**config.mk**
```make
export PLATFORM = sky130hd
export DESIGN_NAME = deqgc_queue
export DESIGN_NICKNAME = d
export VERILOG_FILES = /design/src/hdl/deqgc_queue.sv
export SDC_FILE = /design/constraint.sdc
export NUM_CORES = 1
export LEC_CHECK = 0
export BUFFER_PORTS_ARGS = -buffer_cell sky130_fd_sc_hd__buf_2
export CAP_MARGIN = 40
export CORE_UTILIZATION = 50
export CTS_CLUSTER_DIAMETER = 50
export CTS_CLUSTER_SIZE = 28
export DETAILED_ROUTE_END_ITERATION = 8
export PLACE_DENSITY = 0.77
export SLEW_MARGIN = 10
export SYNTH_ARGS = -nofsm -noshare
export SYNTH_HDL_FRONTEND = slang
export SYNTH_SLANG_ARGS = --single-unit
```
**constraint.sdc**
```tcl
create_clock -name clk -period 2.4 [get_ports clk]
set_input_delay 0 -clock clk [delete_from_list [all_inputs] [get_ports clk]]
set_output_delay 0 -clock clk [all_outputs]
set_load 0.01 [all_outputs]
```
**src/hdl/deqgc_queue.sv**
```systemverilog
// Small FIFO between the front end and the gain sequencer.
`default_nettype none

module deqgc_queue #(
  parameter int WIDTH = 33,
  parameter int DEPTH = 2
) (
  input  wire logic             clk,
  input  wire logic             rst,
  input  wire logic             push,
  input  wire logic [WIDTH-1:0] push_data,
  output logic                  full,
  input  wire logic             pop,
  output logic                  pop_valid,
  output logic [WIDTH-1:0]      pop_data
);

  localparam int AW = $clog2(DEPTH);
  localparam int CW = $clog2(DEPTH + 1);

  logic [WIDTH-1:0] mem [DEPTH];
  logic [AW-1:0]    wr_ptr;
  logic [AW-1:0]    rd_ptr;
  logic [CW-1:0]    count;
  logic             do_push;
  logic             do_pop;

  assign full      = count == CW'(DEPTH);
  assign pop_valid = count != '0;
  assign pop_data  = mem[rd_ptr];
  assign do_push   = push && !full;
  assign do_pop    = pop && pop_valid;

  always_ff @(posedge clk) begin
    if (do_push) begin
      mem[wr_ptr] <= push_data;
    end
  end

  always_ff @(posedge clk) begin
    if (rst) begin
      wr_ptr <= '0;
      rd_ptr <= '0;
      count  <= '0;
    end else begin
      if (do_push) begin
        wr_ptr <= (wr_ptr == AW'(DEPTH - 1)) ? '0 : wr_ptr + 1'b1;
      end
      if (do_pop) begin
        rd_ptr <= (rd_ptr == AW'(DEPTH - 1)) ? '0 : rd_ptr + 1'b1;
      end
      if (do_push && !do_pop) begin
        count <= count + 1'b1;
      end else if (do_pop && !do_push) begin
        count <= count - 1'b1;
      end
    end
  end

endmodule

`default_nettype wire

```
Word-level counts from Yosys, hierarchy flattened:

Memory sizes are Yosys's and may differ from the RTL's. A register that Yosys moved wholly into a read port is not among the register bits.
Cells that the tools add are included.

* memory bits (writable): 66
* input port bits: 37
* memories kept: 1
* output and inout port bits: 35
* flip-flop bits (word level): 4

* $add $sub $neg: 4
* mux-type cells: 8
* reductions and logical operators: 9
* equality and inequality tests: 1

Memories
* mem: words 2, bits a word 33, rd ports 1, clocked after memory_dff 1, wr ports 1, line 21 `logic [WIDTH-1:0] mem [DEPTH];`

Operators with widths (count)
* $mux W1: 6
* $logic_and A1 B1 Y1: 4
* $mux W2: 2
* $reduce_bool A2 Y1: 2
* $logic_not A1 Y1: 3
* $add A1 B1 Y1 const B: 2
* $add A2 B1 Y2 const B: 1
* $eq A2 B2 Y1 const B: 1
* $sub A2 B1 Y2 const B: 1

Depth between registers and ports, before layout:

* depth after elaboration: 7
* gate-level depth with buffers: 6

Least setup slack after synthesis:

OpenSTA, ideal clock, no wires.

* path kind: register -> register
* from: register count[1]
* to: memory mem[0][0] (enable)
* path slack: 536 ps
* clock period less this slack: 1864 ps
* setup time: 388 ps
* buffers on the path: 0
* data arrival time: 1477 ps
* stages on the path, launching flop included: 4
* cell sequence: dfxtp_1 nor2b_2 or3_1 inv_1

* word-level cells in the longest chain between the ends: 5

RTL lines
* start: declaration: line 24 `logic [CW-1:0] count;`
* start signal: assignment: line 53 `count <= count + 1'b1;`
* start signal: assignment: line 55 `count <= count - 1'b1;`
* $eq A2 B2 Y1: line 28 `assign full = count == CW'(DEPTH);`
* via full: line 12 `output logic full,`
* $logic_not A1 Y1: line 31 `assign do_push = push && !full;`
* $logic_and A1 B1 Y1: line 31
* $mux W1: line 35 `if (do_push) begin`
* $mux W1 (not written as such): line 36 `mem[wr_ptr] <= push_data;`
* end: declaration: line 21

The timed path passes the listed nets, and every way through them passes these cells.

Worst setup path after layout:

* from: register count[0]
* to: memory mem[0][8] (enable)

* word-level cells in the longest chain between the ends: 5

RTL lines (line)
* $eq A2 B2 Y1: 28
* $logic_not A1 Y1: 31
* $logic_and A1 B1 Y1: 31
* $mux W1: 35
* $mux W1 (not written as such): 36

Every way passes these cells.

==> metrics.cfg <==
[worst_setup_path]
cp_max_fo = 12
crit_type = register to register
cp-startpoint = count[0]
worst_ep_arrival_time_ns = 1.90
cp.required_ns = 2.43
cp-end-kind = register
r2r_start = count[0]
setup.worst_path.start_class = register

[job]
max_cap_violations = 0

[detailed_routing]
antenna_left = 0
drt-total-wl_mm = 5.19
first_pass_iters = 4
dr.first_iter.drc_count = 69
routedWlPerCell_um = 16.4
avgViaCountPerCell = 4.81
num_vias = 1519
drc = 0

[grt]
grtUsageTotal = 0.204
grt_antenna_before_repair = 0
grt_overflow = 0
grt_max_degree = 34
grt_pass1_vias = 1667
grt_pass1_wl_mm = 7.65

[cells_and_area]
final_area_sq_um = 3550
synthToLayoutAreaGrowth_pct = 37.0
antennaDiodeCount = 0
regArea_sq_um = 2080
multiInputGateArea_sq_um = 484
fillCellCount = 299
layout.nets = 282
layout-drive-gt1-share = 0.490

[sta]
final_hold_viol_count = 0
setup_viol = 0
rsz0062_at_grt = no
maxSlewHeadroom = 0.671
skew_ns = 0.00969
finalSetupTns_ns = 0
fmax_ghz = 0.535
fin_crit_sh = 0.779
min_period_ns = 1.87
worst_pin_slew_ns = 0.492
report.final.slew_viol_count = 0

[power_and_ir_drop]
power_leakage_nw = 1.37
p_per_area_nw_per_um2 = 949
vdd_drop_max_mv = 0.620

[cts]
cts_tree = yes
clk_latency_ns = 0.33
clk_pin_slew_ns = 0.06
root_buffer = clkbuf_8
cts_sinks = 71
cts_resized = 0
htree_levels = 3
post_cts_buffers = 0
cts_buffers = 9
cts_hold_buf = 34
clock_path_buffers = 2

[floorplanning]
rows = 25
io_pins = 72
start_util = 0.535
dieWidth_um = 74.0
core_sq_um = 4850
dieArea_sq_um = 5480
die_h_um = 74.0

[yosys]
synthTopCellsByCount = 66 x edfxtp_1, 33 x mux2_2, 5 x dfxtp_1, 4 x buf_2, 4 x nor2_1
synth.most_common_cell = edfxtp_1
ys_ff_latch = 71
ys_types = 14
synth-seq-area-share = 0.803
synthArstFlopShare = 0
synth_enable_flop_cells = 66
synth.top_cell.area_share = 0.764
ys.flop_type = edfxtp_1
netlist_area_sq_um = 2590
syn_inst = 128
synth.avg_cell_area_sq_um = 20.3
synth_nets = 166
ys_warn_count = 0
yosys.area.top_type = edfxtp_1
synth_area_leaders = edfxtp_1 76%, mux2_2 14%, dfxtp_1 3.9%

[outcome]
outcome = complete, no violations

[placed_design]
port-buffer-count = 71
dp_hpwl_mm = 3.20
placed_cell_area_sq_um = 3040
gp_congestion = 0.658

[worst_hold_path]
hold_class = input pin to register
hold_start = push

state kept, by name (all words and copies together) (netlist names), named ones only:
name    flops
count       2
mem        66
rd_ptr      1
wr_ptr      1
layer usage:
| layer | track usage | vias up | share of wire |
|---|---|---|---|
| li1 | - | 728 | - |
| met1 | 0.209 | 717 | 0.40 |
| met2 | 0.365 | 58 | 0.53 |
| met3 | 0.0542 | 16 | 0.043 |
| met4 | 0.135 | 0 | 0.028 |
| met5 | 0 | - | 0 |
logic make-up after synthesis:
logic type | share of synthesized area
compound gates | 0.00965
xor+xnor | 0.0101
flops | 0.803
buf+inv | 0.0106
simple gates | 0.0188
mux | 0.143
fa+ha+maj | 0.00482
worst paths after layout:
path / depth (start not counted) / slack (ns) / to
max: 4 / 0.53 / mem[0][8]
min: 4 / 0.10 / wr_ptr
max reg2reg: 4 / 0.53 / mem[0][8]
min reg2reg: 2 / 0.52 / wr_ptr
cell usage in the layout (no fill, tap or decap), drive strengths merged, types with 3 or more instances in the layout:
master,count
o21ai,3
mux2,33
buf,75
xor2,3
edfxtp,66
dlygate4sd3,34
clkbuf,15
dfxtp,5
nor2,4
layout make-up:
cell class,instances,area share
tap,67,0.0236
inverter,2,0.00211
sequential,71,0.586
clock buffer,15,0.0468
multi-input combinational,51,0.136
clock inverter,1,0.00141
timing repair buffer,109,0.204
critical path, cell delays in order, from the launching register on:
cell and delay, ns:
dfxtp_1 0.43, nor2b_2 0.09, or3_1 0.35, inv_1 0.39
buf_4 0.31
stage by stage:
stage / total power, mW / hold WS, ns / util / cells / worst slack [ns]
3_5_place_dp: 2.54 / 0.195 / 0.628 / 266 / 0.518
4_1_cts: 3.40 / 0.0865 / 0.733 / 316 / 0.509
3_3_place_gp: 2.48 / 0.190 / 0.628 / 266 / 0.655
2_1_floorplan: 2.19 / 0.0691 / - / 128 / 0.536
5_1_grt: 3.53 / 0.0973 / 0.733 / 316 / 0.436
6_report: 3.37 / 0.103 / 0.733 / 316 / 0.529
where the power goes:
| part | switching [mW] | leakage, nW | internal, mW |
|---|---|---|---|
| logic | 0.488 | 0.626 | 0.449 |
| clock network | 0.389 | 0.0877 | 0.432 |
| registers | 0.0570 | 0.658 | 1.56 |
Note: power is estimated with default switching activity, not from simulation.
