===== config.mk =====
export PLATFORM = sky130hd
export DESIGN_NAME = deqgc_front
export DESIGN_NICKNAME = d
export VERILOG_FILES = /design/src/hdl/deqgc_pkg.sv /design/src/hdl/deqgc_front.sv
export SDC_FILE = /design/constraint.sdc
export NUM_CORES = 1
export LEC_CHECK = 0
export BUFFER_PORTS_ARGS = -buffer_cell sky130_fd_sc_hd__buf_2
export CELL_PAD_IN_SITES_DETAIL_PLACEMENT = 1
export CELL_PAD_IN_SITES_GLOBAL_PLACEMENT = 1
export CORE_MARGIN = 1
export CORE_UTILIZATION = 18
export DETAILED_ROUTE_END_ITERATION = 12
export PLACE_DENSITY_LB_ADDON = 0.08
export SLEW_MARGIN = 10
export SYNTH_ARGS = -nofsm -noshare
export SYNTH_HDL_FRONTEND = slang
export SYNTH_SLANG_ARGS = --single-unit
export TNS_END_PERCENT = 20

===== constraint.sdc =====
create_clock -name vclk -period 2.9
set_input_delay 0.29 -clock vclk [all_inputs]
set_output_delay 0.29 -clock vclk [all_outputs]
set_load 0.02 [all_outputs]

===== src/hdl/deqgc_pkg.sv =====
// Shared types and constants of the dynamic EQ gain computer.
`default_nettype none

package deqgc_pkg;

  typedef struct packed {
    logic        [15:0] attack_coeff;
    logic        [15:0] release_coeff;
    logic signed [16:0] threshold_db;
    logic signed [14:0] range_db;
  } cfg_t;

  localparam logic [1:0] REG_ATTACK    = 2'd0;
  localparam logic [1:0] REG_RELEASE   = 2'd1;
  localparam logic [1:0] REG_THRESHOLD = 2'd2;
  localparam logic [1:0] REG_RANGE     = 2'd3;

  localparam logic signed [16:0] THRESHOLD_RESET = -17'sd5120;

  localparam int          MANT_W        = 31;
  localparam int          FRAC_BITS     = 16;
  localparam int          LVL_W         = 24;
  localparam int          T_W           = 20;
  localparam int          OVER_W        = 28;
  localparam int          KNEE_PROD_W   = 36;
  localparam logic [18:0] DB_PER_OCTAVE = 19'd394566;
  localparam logic [23:0] FLOOR_DB      = 24'd10485760;
  localparam logic [19:0] HALF_KNEE     = 20'd393216;
  localparam logic [19:0] KNEE          = 20'd786432;
  localparam logic [15:0] RECIP3        = 16'd43691;
  localparam logic [15:0] DB_ROUND      = 16'd32768;
  localparam logic [14:0] BYPASS_MIN    = 15'd3;

endpackage

`default_nettype wire


===== src/hdl/deqgc_front.sv =====
// Front end: rectifies and aligns each sample and flags bypass items.
`default_nettype none

module deqgc_front #(
  parameter int SAMPLE_BITS = 24,
  parameter int ENV_BITS    = 32
) (
  input  wire logic                          in_valid,
  output logic                               in_stall,
  input  wire logic signed [SAMPLE_BITS-1:0] sample,
  input  wire deqgc_pkg::cfg_t               cfg,
  output logic                               push,
  output logic                               push_bypass,
  output logic [ENV_BITS-1:0]                push_mag,
  input  wire logic                          q_full
);

  logic [SAMPLE_BITS-1:0]          mag;
  logic [SAMPLE_BITS+ENV_BITS-1:0] wide;
  logic [14:0]                     rmag;

  assign mag  = sample[SAMPLE_BITS-1] ? SAMPLE_BITS'(-sample) : SAMPLE_BITS'(sample);
  assign wide = {mag, {ENV_BITS{1'b0}}};
  assign rmag = cfg.range_db[14] ? 15'(-cfg.range_db) : 15'(cfg.range_db);

  assign push_mag    = wide[SAMPLE_BITS +: ENV_BITS];
  assign push_bypass = rmag < deqgc_pkg::BYPASS_MIN;
  assign push        = in_valid && !q_full;
  assign in_stall    = q_full;

endmodule

`default_nettype wire


# After elaboration in Yosys (flattened, before gate mapping)
# Index checks and enable logic that the tools add are counted.
[word_totals] input_bits=90 reg_bits=0 out_inout_bits=35 word_cells=7
[op_classes] reduce_logical=2 muxes=2 n_lt_le_gt_ge=1 add_sub_neg=2
[ops] cell="$mux 24" count=1
[ops] cell="$neg 24->24" count=1
[ops] cell="$lt 15x2->1 const B" count=1
[ops] cell="$mux 15" count=1
[ops] cell="$neg 15->15" count=1
[ops] cell="$logic_and 1x1->1" count=1
[ops] cell="$logic_not 1->1" count=1

# Longest topological paths before layout
# Gate-level depths: netlist of run 1.
[logic_depth] ltp_word=3 mapped_depth=8 mapped_depth_nobuf=7

# Least setup slack after synthesis of run 1
# OpenSTA, ideal clock, no wires.
[synth_path] kind="input port to output port" startpoint="input port sample[6]" endpoint="output port push_mag[31]" arrival_time_ps=2551 stages=5 n_path_buf=0 slack_ps=59 t_required_ps=2610 cell_sequence="or4_4 -> or4_4 -> or4_4 -> or4_1 -> nor3b_2"
[synth_between] elab_chain_cells=2
[synth_lines] item="from (decl)" line_no="deqgc_front.sv:10" rtl="input wire logic signed [SAMPLE_BITS-1:0] sample,"
[synth_lines] item="$neg 24->24" line_no="deqgc_front.sv:22" rtl="assign mag = sample[SAMPLE_BITS-1] ? SAMPLE_BITS'(-sample) : SAMPLE_BITS'(sample);"
[synth_lines] item="$mux 24" line_no="deqgc_front.sv:22"
[synth_lines] item="to (decl)" line_no="deqgc_front.sv:14" rtl="output logic [ENV_BITS-1:0] push_mag,"
# Every way passes these cells.

# Final worst setup path of run 1
[layout_path] startpoint="input port sample[3]" endpoint="output port push_mag[31]"
# The elaborated chain is that of the path after synthesis.

==> results by group, run 1 <==
Logic synthesis
  – Largest family of logic cells by synthesized area: simple AND/OR/NAND/NOR gates
  – Xor-xnor portion of the synthesized cell area: 21.1%
  – Share of the synthesized area in compound gates (AO/OA/AOI/OAI): 28.3%
  – Mapped cell area: 872 um2
  – Post-synthesis instance total: 126
  – Synth warnings: 0
  – Seq/Total Area, Yosys: 0%
  – Synth Area in Adders: 2.87%
  – Synth Area in Simple Gates: 31.6%
  – Netlist cell types: 34
  – Avg Inst Size Synth: 6.92 um2
  – Multiplexer area fraction after synthesis: 2.44%

Floorplan
  – Starting density of the core: 19.4%
  – Die H: 71.6 um
  – Die W: 71.6 um
  – Die area: 5130 um2
  – Top-Level Pins: 125
  – Rows: 24
  – Core ar.: 4500 um2

Timing
  – RSZ-0062 raised after global routing: true
  – F_max: 0.350 GHz
  – Final Slew Violations: 0
  – Final setup fails: 0
  – Final period util: 98.6%
  – Hold Vio Cnt, Final: 0
  – Tmin final: 2.86 ns

Layout
  – CLK BUF: 0
  – Commonest non-fill, non-tap cell in the layout: buf_2
  – Area growth, synth to finish: 55.1%
  – Register area: 0 um2
  – Share of post-route cells with drive strength above 1: 47.5%
  – FFs & Latches: 0
  – Final #Nets: 294
  – Antenna cells: 0
  – Commonest cells after routing, fill and taps aside: buf_2, xnor2_1, buf_4
  – Non-Filler Instances: 252
  – Final Util: 30.0%

GRT
  – Congestion Overflow GR: 0
  – GRT Total Usage: 12.2%
  – Vias in the first global route: 1177
  – Largest net degree at the start of global routing: 25
  – Antenna violations before repair: 0
  – First-pass GRT wire length: 5.37 mm

Pwr
  – Cell Int Power: 91.0 uW
  – Clock Power Share: 0%
  – Switch Pwr: 136 uW
  – Switching share of total power: 59.9%
  – Leakage: 0.000590 uW
  – Pwr dens: 168 nW/um2
  – Seq pwr share: 0%
  – Combinational power share: 100.0%
  – Max VDD drop: 0.0540 mV

Clocking
  – Hold_buf cts: 0

Routing
  – Avg Vias per Cell: 4.81
  – Drt total wl: 3.27 mm
  – DRT Pass-1 Iters: 4
  – Remaining DRCs: 0
  – Vias: 1211
  – DR iter-0 viols: 11
  – Final ANT Viol Nets: 0
  – WL/cell: 13.0 um

Critical path
  – Max FO, Critical Path: 3
  – Startpoint types: input pin
  – Crit path kind: in -> out
  – Arrival @ worst endpoint: 2.57 ns
  – CP Capture Type: primary output
  – CP Launch Point: sample[3]
  – Req. time, crit path: 2.61 ns
  – Critical Path End: push_mag[31]

Outcome
  – Status: finished, final reports clean

Place
  – HPWL Detailed: 2.76 mm
  – IO Port Bufs: 68
  – RD Place Congestion: 0.787
  – Dpl cells: 249

Hold path
  – Worst Hold Class: in -> out

Flow run
  – Maxcap violations: 0
metrics by stage:
step	total power, uW	area (um2)	setup slack (ns)	setup TNS, ns	hold WS (ns)
2_1_floorplan	134	898	0.0585	0	0.631
3_3_place_gp	220	1290	-0.0986	-0.120	0.813
3_5_place_dp	224	1290	-0.136	-0.238	0.818
4_1_cts	228	1340	-0.0601	-0.130	0.817
5_1_grt	248	1350	-0.00955	-0.00955	0.828
6_report	227	1350	0.0418	0	0.814
power by group through the flow:
stage	logic, uW	registers (uW)	clock network, uW
final	227	0	0
after global routing	248	0	0
after floorplan	134	0	0
after global placement	220	0	0
after CTS	228	0	0
after detailed placement	224	0	0
logic make-up after synthesis:
kind of cell | after synthesis
AOI/OAI and AO/OA | 36
xor gates and xnor gates | 21
adders and majority gates | 2
buffers and inverters | 21
muxes | 2
other | 1
and+or+nand+nor | 43
layout make-up:
cell class	instances	area, um2
tap	52	65.1
inverter	7	26.3
timing repair buffer	81	447
multi-input combinational	112	815
fill	602	3150
synthesized netlist by cell type, types with 3 or more instances:
| cell type | n | area [um2] |
|---|---|---|
| o31ai_1 | 6 | 45.0 |
| nand2_1 | 9 | 33.8 |
| nor2b_1 | 4 | 25.0 |
| o41ai_1 | 5 | 43.8 |
| inv_1 | 7 | 26.3 |
| xnor2_1 | 21 | 184 |
| a31oi_1 | 3 | 18.8 |
| o21ai_0 | 10 | 50.1 |
| buf_4 | 10 | 75.1 |
| nand2b_1 | 3 | 18.8 |
| or4_1 | 7 | 52.6 |
| or4_4 | 3 | 33.8 |
| clkbuf_1 | 4 | 15.0 |
| a21oi_1 | 4 | 20.0 |
| nor4_1 | 3 | 18.8 |
routing by layer:
metal / share of wire, % / wire, um / vias up / track usage, %
met5: 0 / 0 / - / 0
met4: 0 / 0 / 0 / 0
met3: 4.8 / 157 / 0 / 0.281
met2: 51 / 1670 / 43 / 24.2
met1: 44 / 1440 / 559 / 15.4
li1: - / - / 609 / -
worst min-delay path by stage:
stage          startpoint           end  slack, ns  cells past startpoint
2_1_floorplan  sample[22]  push_mag[31]       0.63                      1
3_3_place_gp       q_full      in_stall       0.81                      2
3_5_place_dp       q_full      in_stall       0.82                      2
4_1_cts            q_full      in_stall       0.82                      2
5_1_grt            q_full      in_stall       0.83                      2
6_report           q_full      in_stall       0.81                      2
worst max-delay path, cell delays in order:
cell     delay (ns)
buf_6          0.09
or4_4          0.53
or4_4          0.44
or4_4          0.46
or4_4          0.44
nor3b_2        0.16
buf_4          0.16
repair_timing:
item / 4_1_cts / 5_1_grt
pin swaps: 4 / 1
buffers inserted: 3 / 0
resized for setup: 6 / 4
endpoints found under the setup margin: 4 / 9
Note: power is estimated with default switching activity, not from simulation.
==> run 2, diff against run 1 <==
--- a/config.mk
+++ b/config.mk
@@ -5,11 +5,12 @@
 export SDC_FILE = /design/constraint.sdc
 export NUM_CORES = 1
 export LEC_CHECK = 0
+export ABC_AREA = 1
 export BUFFER_PORTS_ARGS = -buffer_cell sky130_fd_sc_hd__buf_2
 export CELL_PAD_IN_SITES_DETAIL_PLACEMENT = 1
 export CELL_PAD_IN_SITES_GLOBAL_PLACEMENT = 1
 export CORE_MARGIN = 1
-export CORE_UTILIZATION = 18
+export CORE_UTILIZATION = 20
 export DETAILED_ROUTE_END_ITERATION = 12
 export PLACE_DENSITY_LB_ADDON = 0.08
 export SLEW_MARGIN = 10
==> run 2 against run 1 <==
Against the previous run: critical path depth grew 3; synthesized area is 23% higher; critical endpoint is now push_bypass; global-route usage decreased by 0.25 points.
==> results by group, run 2 <==
Logic synthesis
  – Synth area leader: nand2_1
  – Netlist cell types: 26 (-24%)
  – Synth top area share: 22.7% (+1.6 points)
  – Synth warnings: 0 (unchanged)
  – Mapped cell area: 1070 um2 (+23%)
  – Count leader, synth: nand2_1
  – Post-synth top cells: nand2_1, nor2_1, inv_1
  – Post-synthesis instance total: 212 (+68%)
  – Avg Inst Size Synth: 5.06 um2 (-27%)
  – Seq/Total Area, Yosys: 0% (unchanged)
  – Dominant cells by area after synthesis: nand2_1, xor2_1, nor2_1

Layout
  – Antenna cells: 0 (unchanged)
  – FFs & Latches: 0 (unchanged)
  – Final #Nets: 369 (+26%)
  – Register area: 0 um2 (unchanged)
  – Commonest non-fill, non-tap cell in the layout: buf_2
  – CLK BUF: 0 (unchanged)
  – Share of post-route cells with drive strength above 1: 28.0% (-19 points)
  – Commonest cells after routing, fill and taps aside: buf_2, nand2_1, nor2_1
  – Fillers: 743 (+23%)
  – Area growth, synth to finish: 34.7%

Timing
  – Tmin final: 2.03 ns (-0.831 ns)
  – Final Slew Violations: 0 (unchanged)
  – Final period util: 69.9% (-29 points)
  – RSZ-0062 raised after global routing: false
  – Min Hold Slack: 0.815 ns (+0.000898 ns)
  – F_max: 0.493 GHz (+41%)
  – Sum of negative setup slack: 0 ns (unchanged)
  – Hold Vio Cnt, Final: 0 (unchanged)
  – Final setup fails: 0 (unchanged)

Clocking
  – Post-CTS Repair Setup Buffers: 0 (-3)
  – Hold_buf cts: 0 (unchanged)
  – Post_cts resized: 0 (-6)

Place
  – RD Place Congestion: 0.716 (-9.0%)
  – IO Port Bufs: 68 (unchanged)
  – HPWL Detailed: 3.10 mm (+12%)

Outcome
  – Status: finished, final reports clean

Critical path
  – Arrival @ worst endpoint: 1.74 ns (-0.83 ns)
  – CP Launch Point: cfg[0]
  – CP Capture Type: primary output
  – Max FO, Critical Path: 5 (+2)
  – Startpoint types: input pin
  – Crit path kind: in -> out
  – Req. time, crit path: 2.61 ns (about the same)
  – Critical Path End: push_bypass

Routing
  – DRT Pass-1 Iters: 4 (unchanged)
  – Drt total wl: 3.46 mm (+5.8%)
  – Vias: 1424 (+18%)
  – Avg Vias per Cell: 4.13 (-14%)
  – WL/cell: 10.0 um (-23%)
  – Remaining DRCs: 0 (unchanged)
  – Final ANT Viol Nets: 0 (unchanged)
  – DR iter-0 viols: 24 (+13)

Pwr
  – Leakage: 0.000819 uW (+39%)
  – Pwr dens: 160 nW/um2 (-4.7%)
  – Max VDD drop: 0.0435 mV (-19%)

GRT
  – Vias in the first global route: 1292 (+9.8%)
  – Antenna violations before repair: 0 (unchanged)
  – Largest net degree at the start of global routing: 20 (-20%)
  – First-pass GRT wire length: 5.47 mm (+1.9%)
  – Congestion Overflow GR: 0 (unchanged)
  – GRT Total Usage: 11.9% (-0.25 points)

Hold path
  – Worst Hold Class: in -> out

Floorplan
  – Die area: 5660 um2 (+10%)
  – Starting density of the core: 20.9% (+1.5 points)
  – Core ar.: 5140 um2 (+14%)
  – Die H: 75.3 um (+5.1%)
  – Die W: 75.3 um (+5.1%)
  – Rows: 26 (+8.3%)
  – Top-Level Pins: 125 (unchanged)

Flow run
  – Maxcap violations: 0 (unchanged)
[run 2: cell types whose count changed after synthesis, sizes merged, moves of 10 or more]
cell	delta
or4	-10
xnor2	-18
inv	+20
nor2	+33
xor2	+15
nand2	+56
nand3	+17
[run 2: worst min-delay path by stage]
stage                      start       end  slack (ns)  cells after the start
after detailed placement  q_full  in_stall        0.82                      2
final                     q_full  in_stall        0.81                      2
after CTS                 q_full  in_stall        0.82                      2
after global placement    q_full  in_stall        0.81                      2
after global routing      q_full  in_stall        0.84                      2
after floorplan           q_full      push        0.66                      1
[run 2: report_power, final]
group,internal (uW),leakage [uW],switching (uW)
clock,0,0,0
sequential,0,0,0
combinational,81.6,0.000819,149
[run 2: kinds of logic (layout without fill, tap and decap cells)]
group | after synthesis | count (layout) | share of synthesized area [%]
simple gates | 133 | 133 | 55.5
buf+inv | 41 | 97 | 18.1
fa+ha+maj | 2 | 2 | 2.33
xor+xnor | 18 | 18 | 14.7
other cells | 1 | 8 | 0.349
compound gates | 17 | 17 | 9.09
[run 2: final cells by class]
| class | count | area [um2] | share of cell area (%) |
|---|---|---|---|
| tap | 70 | 87.6 | 6.06 |
| timing repair buffer | 69 | 348 | 24.0 |
| inverter | 28 | 105 | 7.27 |
| multi-input combinational | 178 | 906 | 62.6 |
[run 2: metrics by stage]
step / power (uW) / cell area [um2] / util [%] / instances / worst slack (ns)
after floorplan: 151 / 1100 / - / 219 / 1.05
after global placement: 235 / 1450 / 28.1 / 345 / 0.842
after detailed placement: 235 / 1450 / 28.1 / 345 / 0.855
after CTS: 236 / 1450 / 28.1 / 345 / 0.846
after global routing: 260 / 1450 / 28.1 / 345 / 0.639
final: 231 / 1450 / 28.1 / 345 / 0.873
[run 2: critical path: stages]
cell,delay [ns]
buf_2,0.12
inv_1,0.07
ha_1,0.19
nand3_1,0.11
o21ai_0,0.33
nand2_1,0.09
nand2_1,0.08
nand3_1,0.08
nor3_1,0.18
buf_2,0.19
[run 2: per-layer routing]
layer  global-route usage, %  share of wire, %  vias up
met2                    23.1                48       35
met5                       0                 0        -
met3                   0.268               4.4        0
li1                        -                 -      774
met1                    15.6                47      615
met4                       0                 0        0
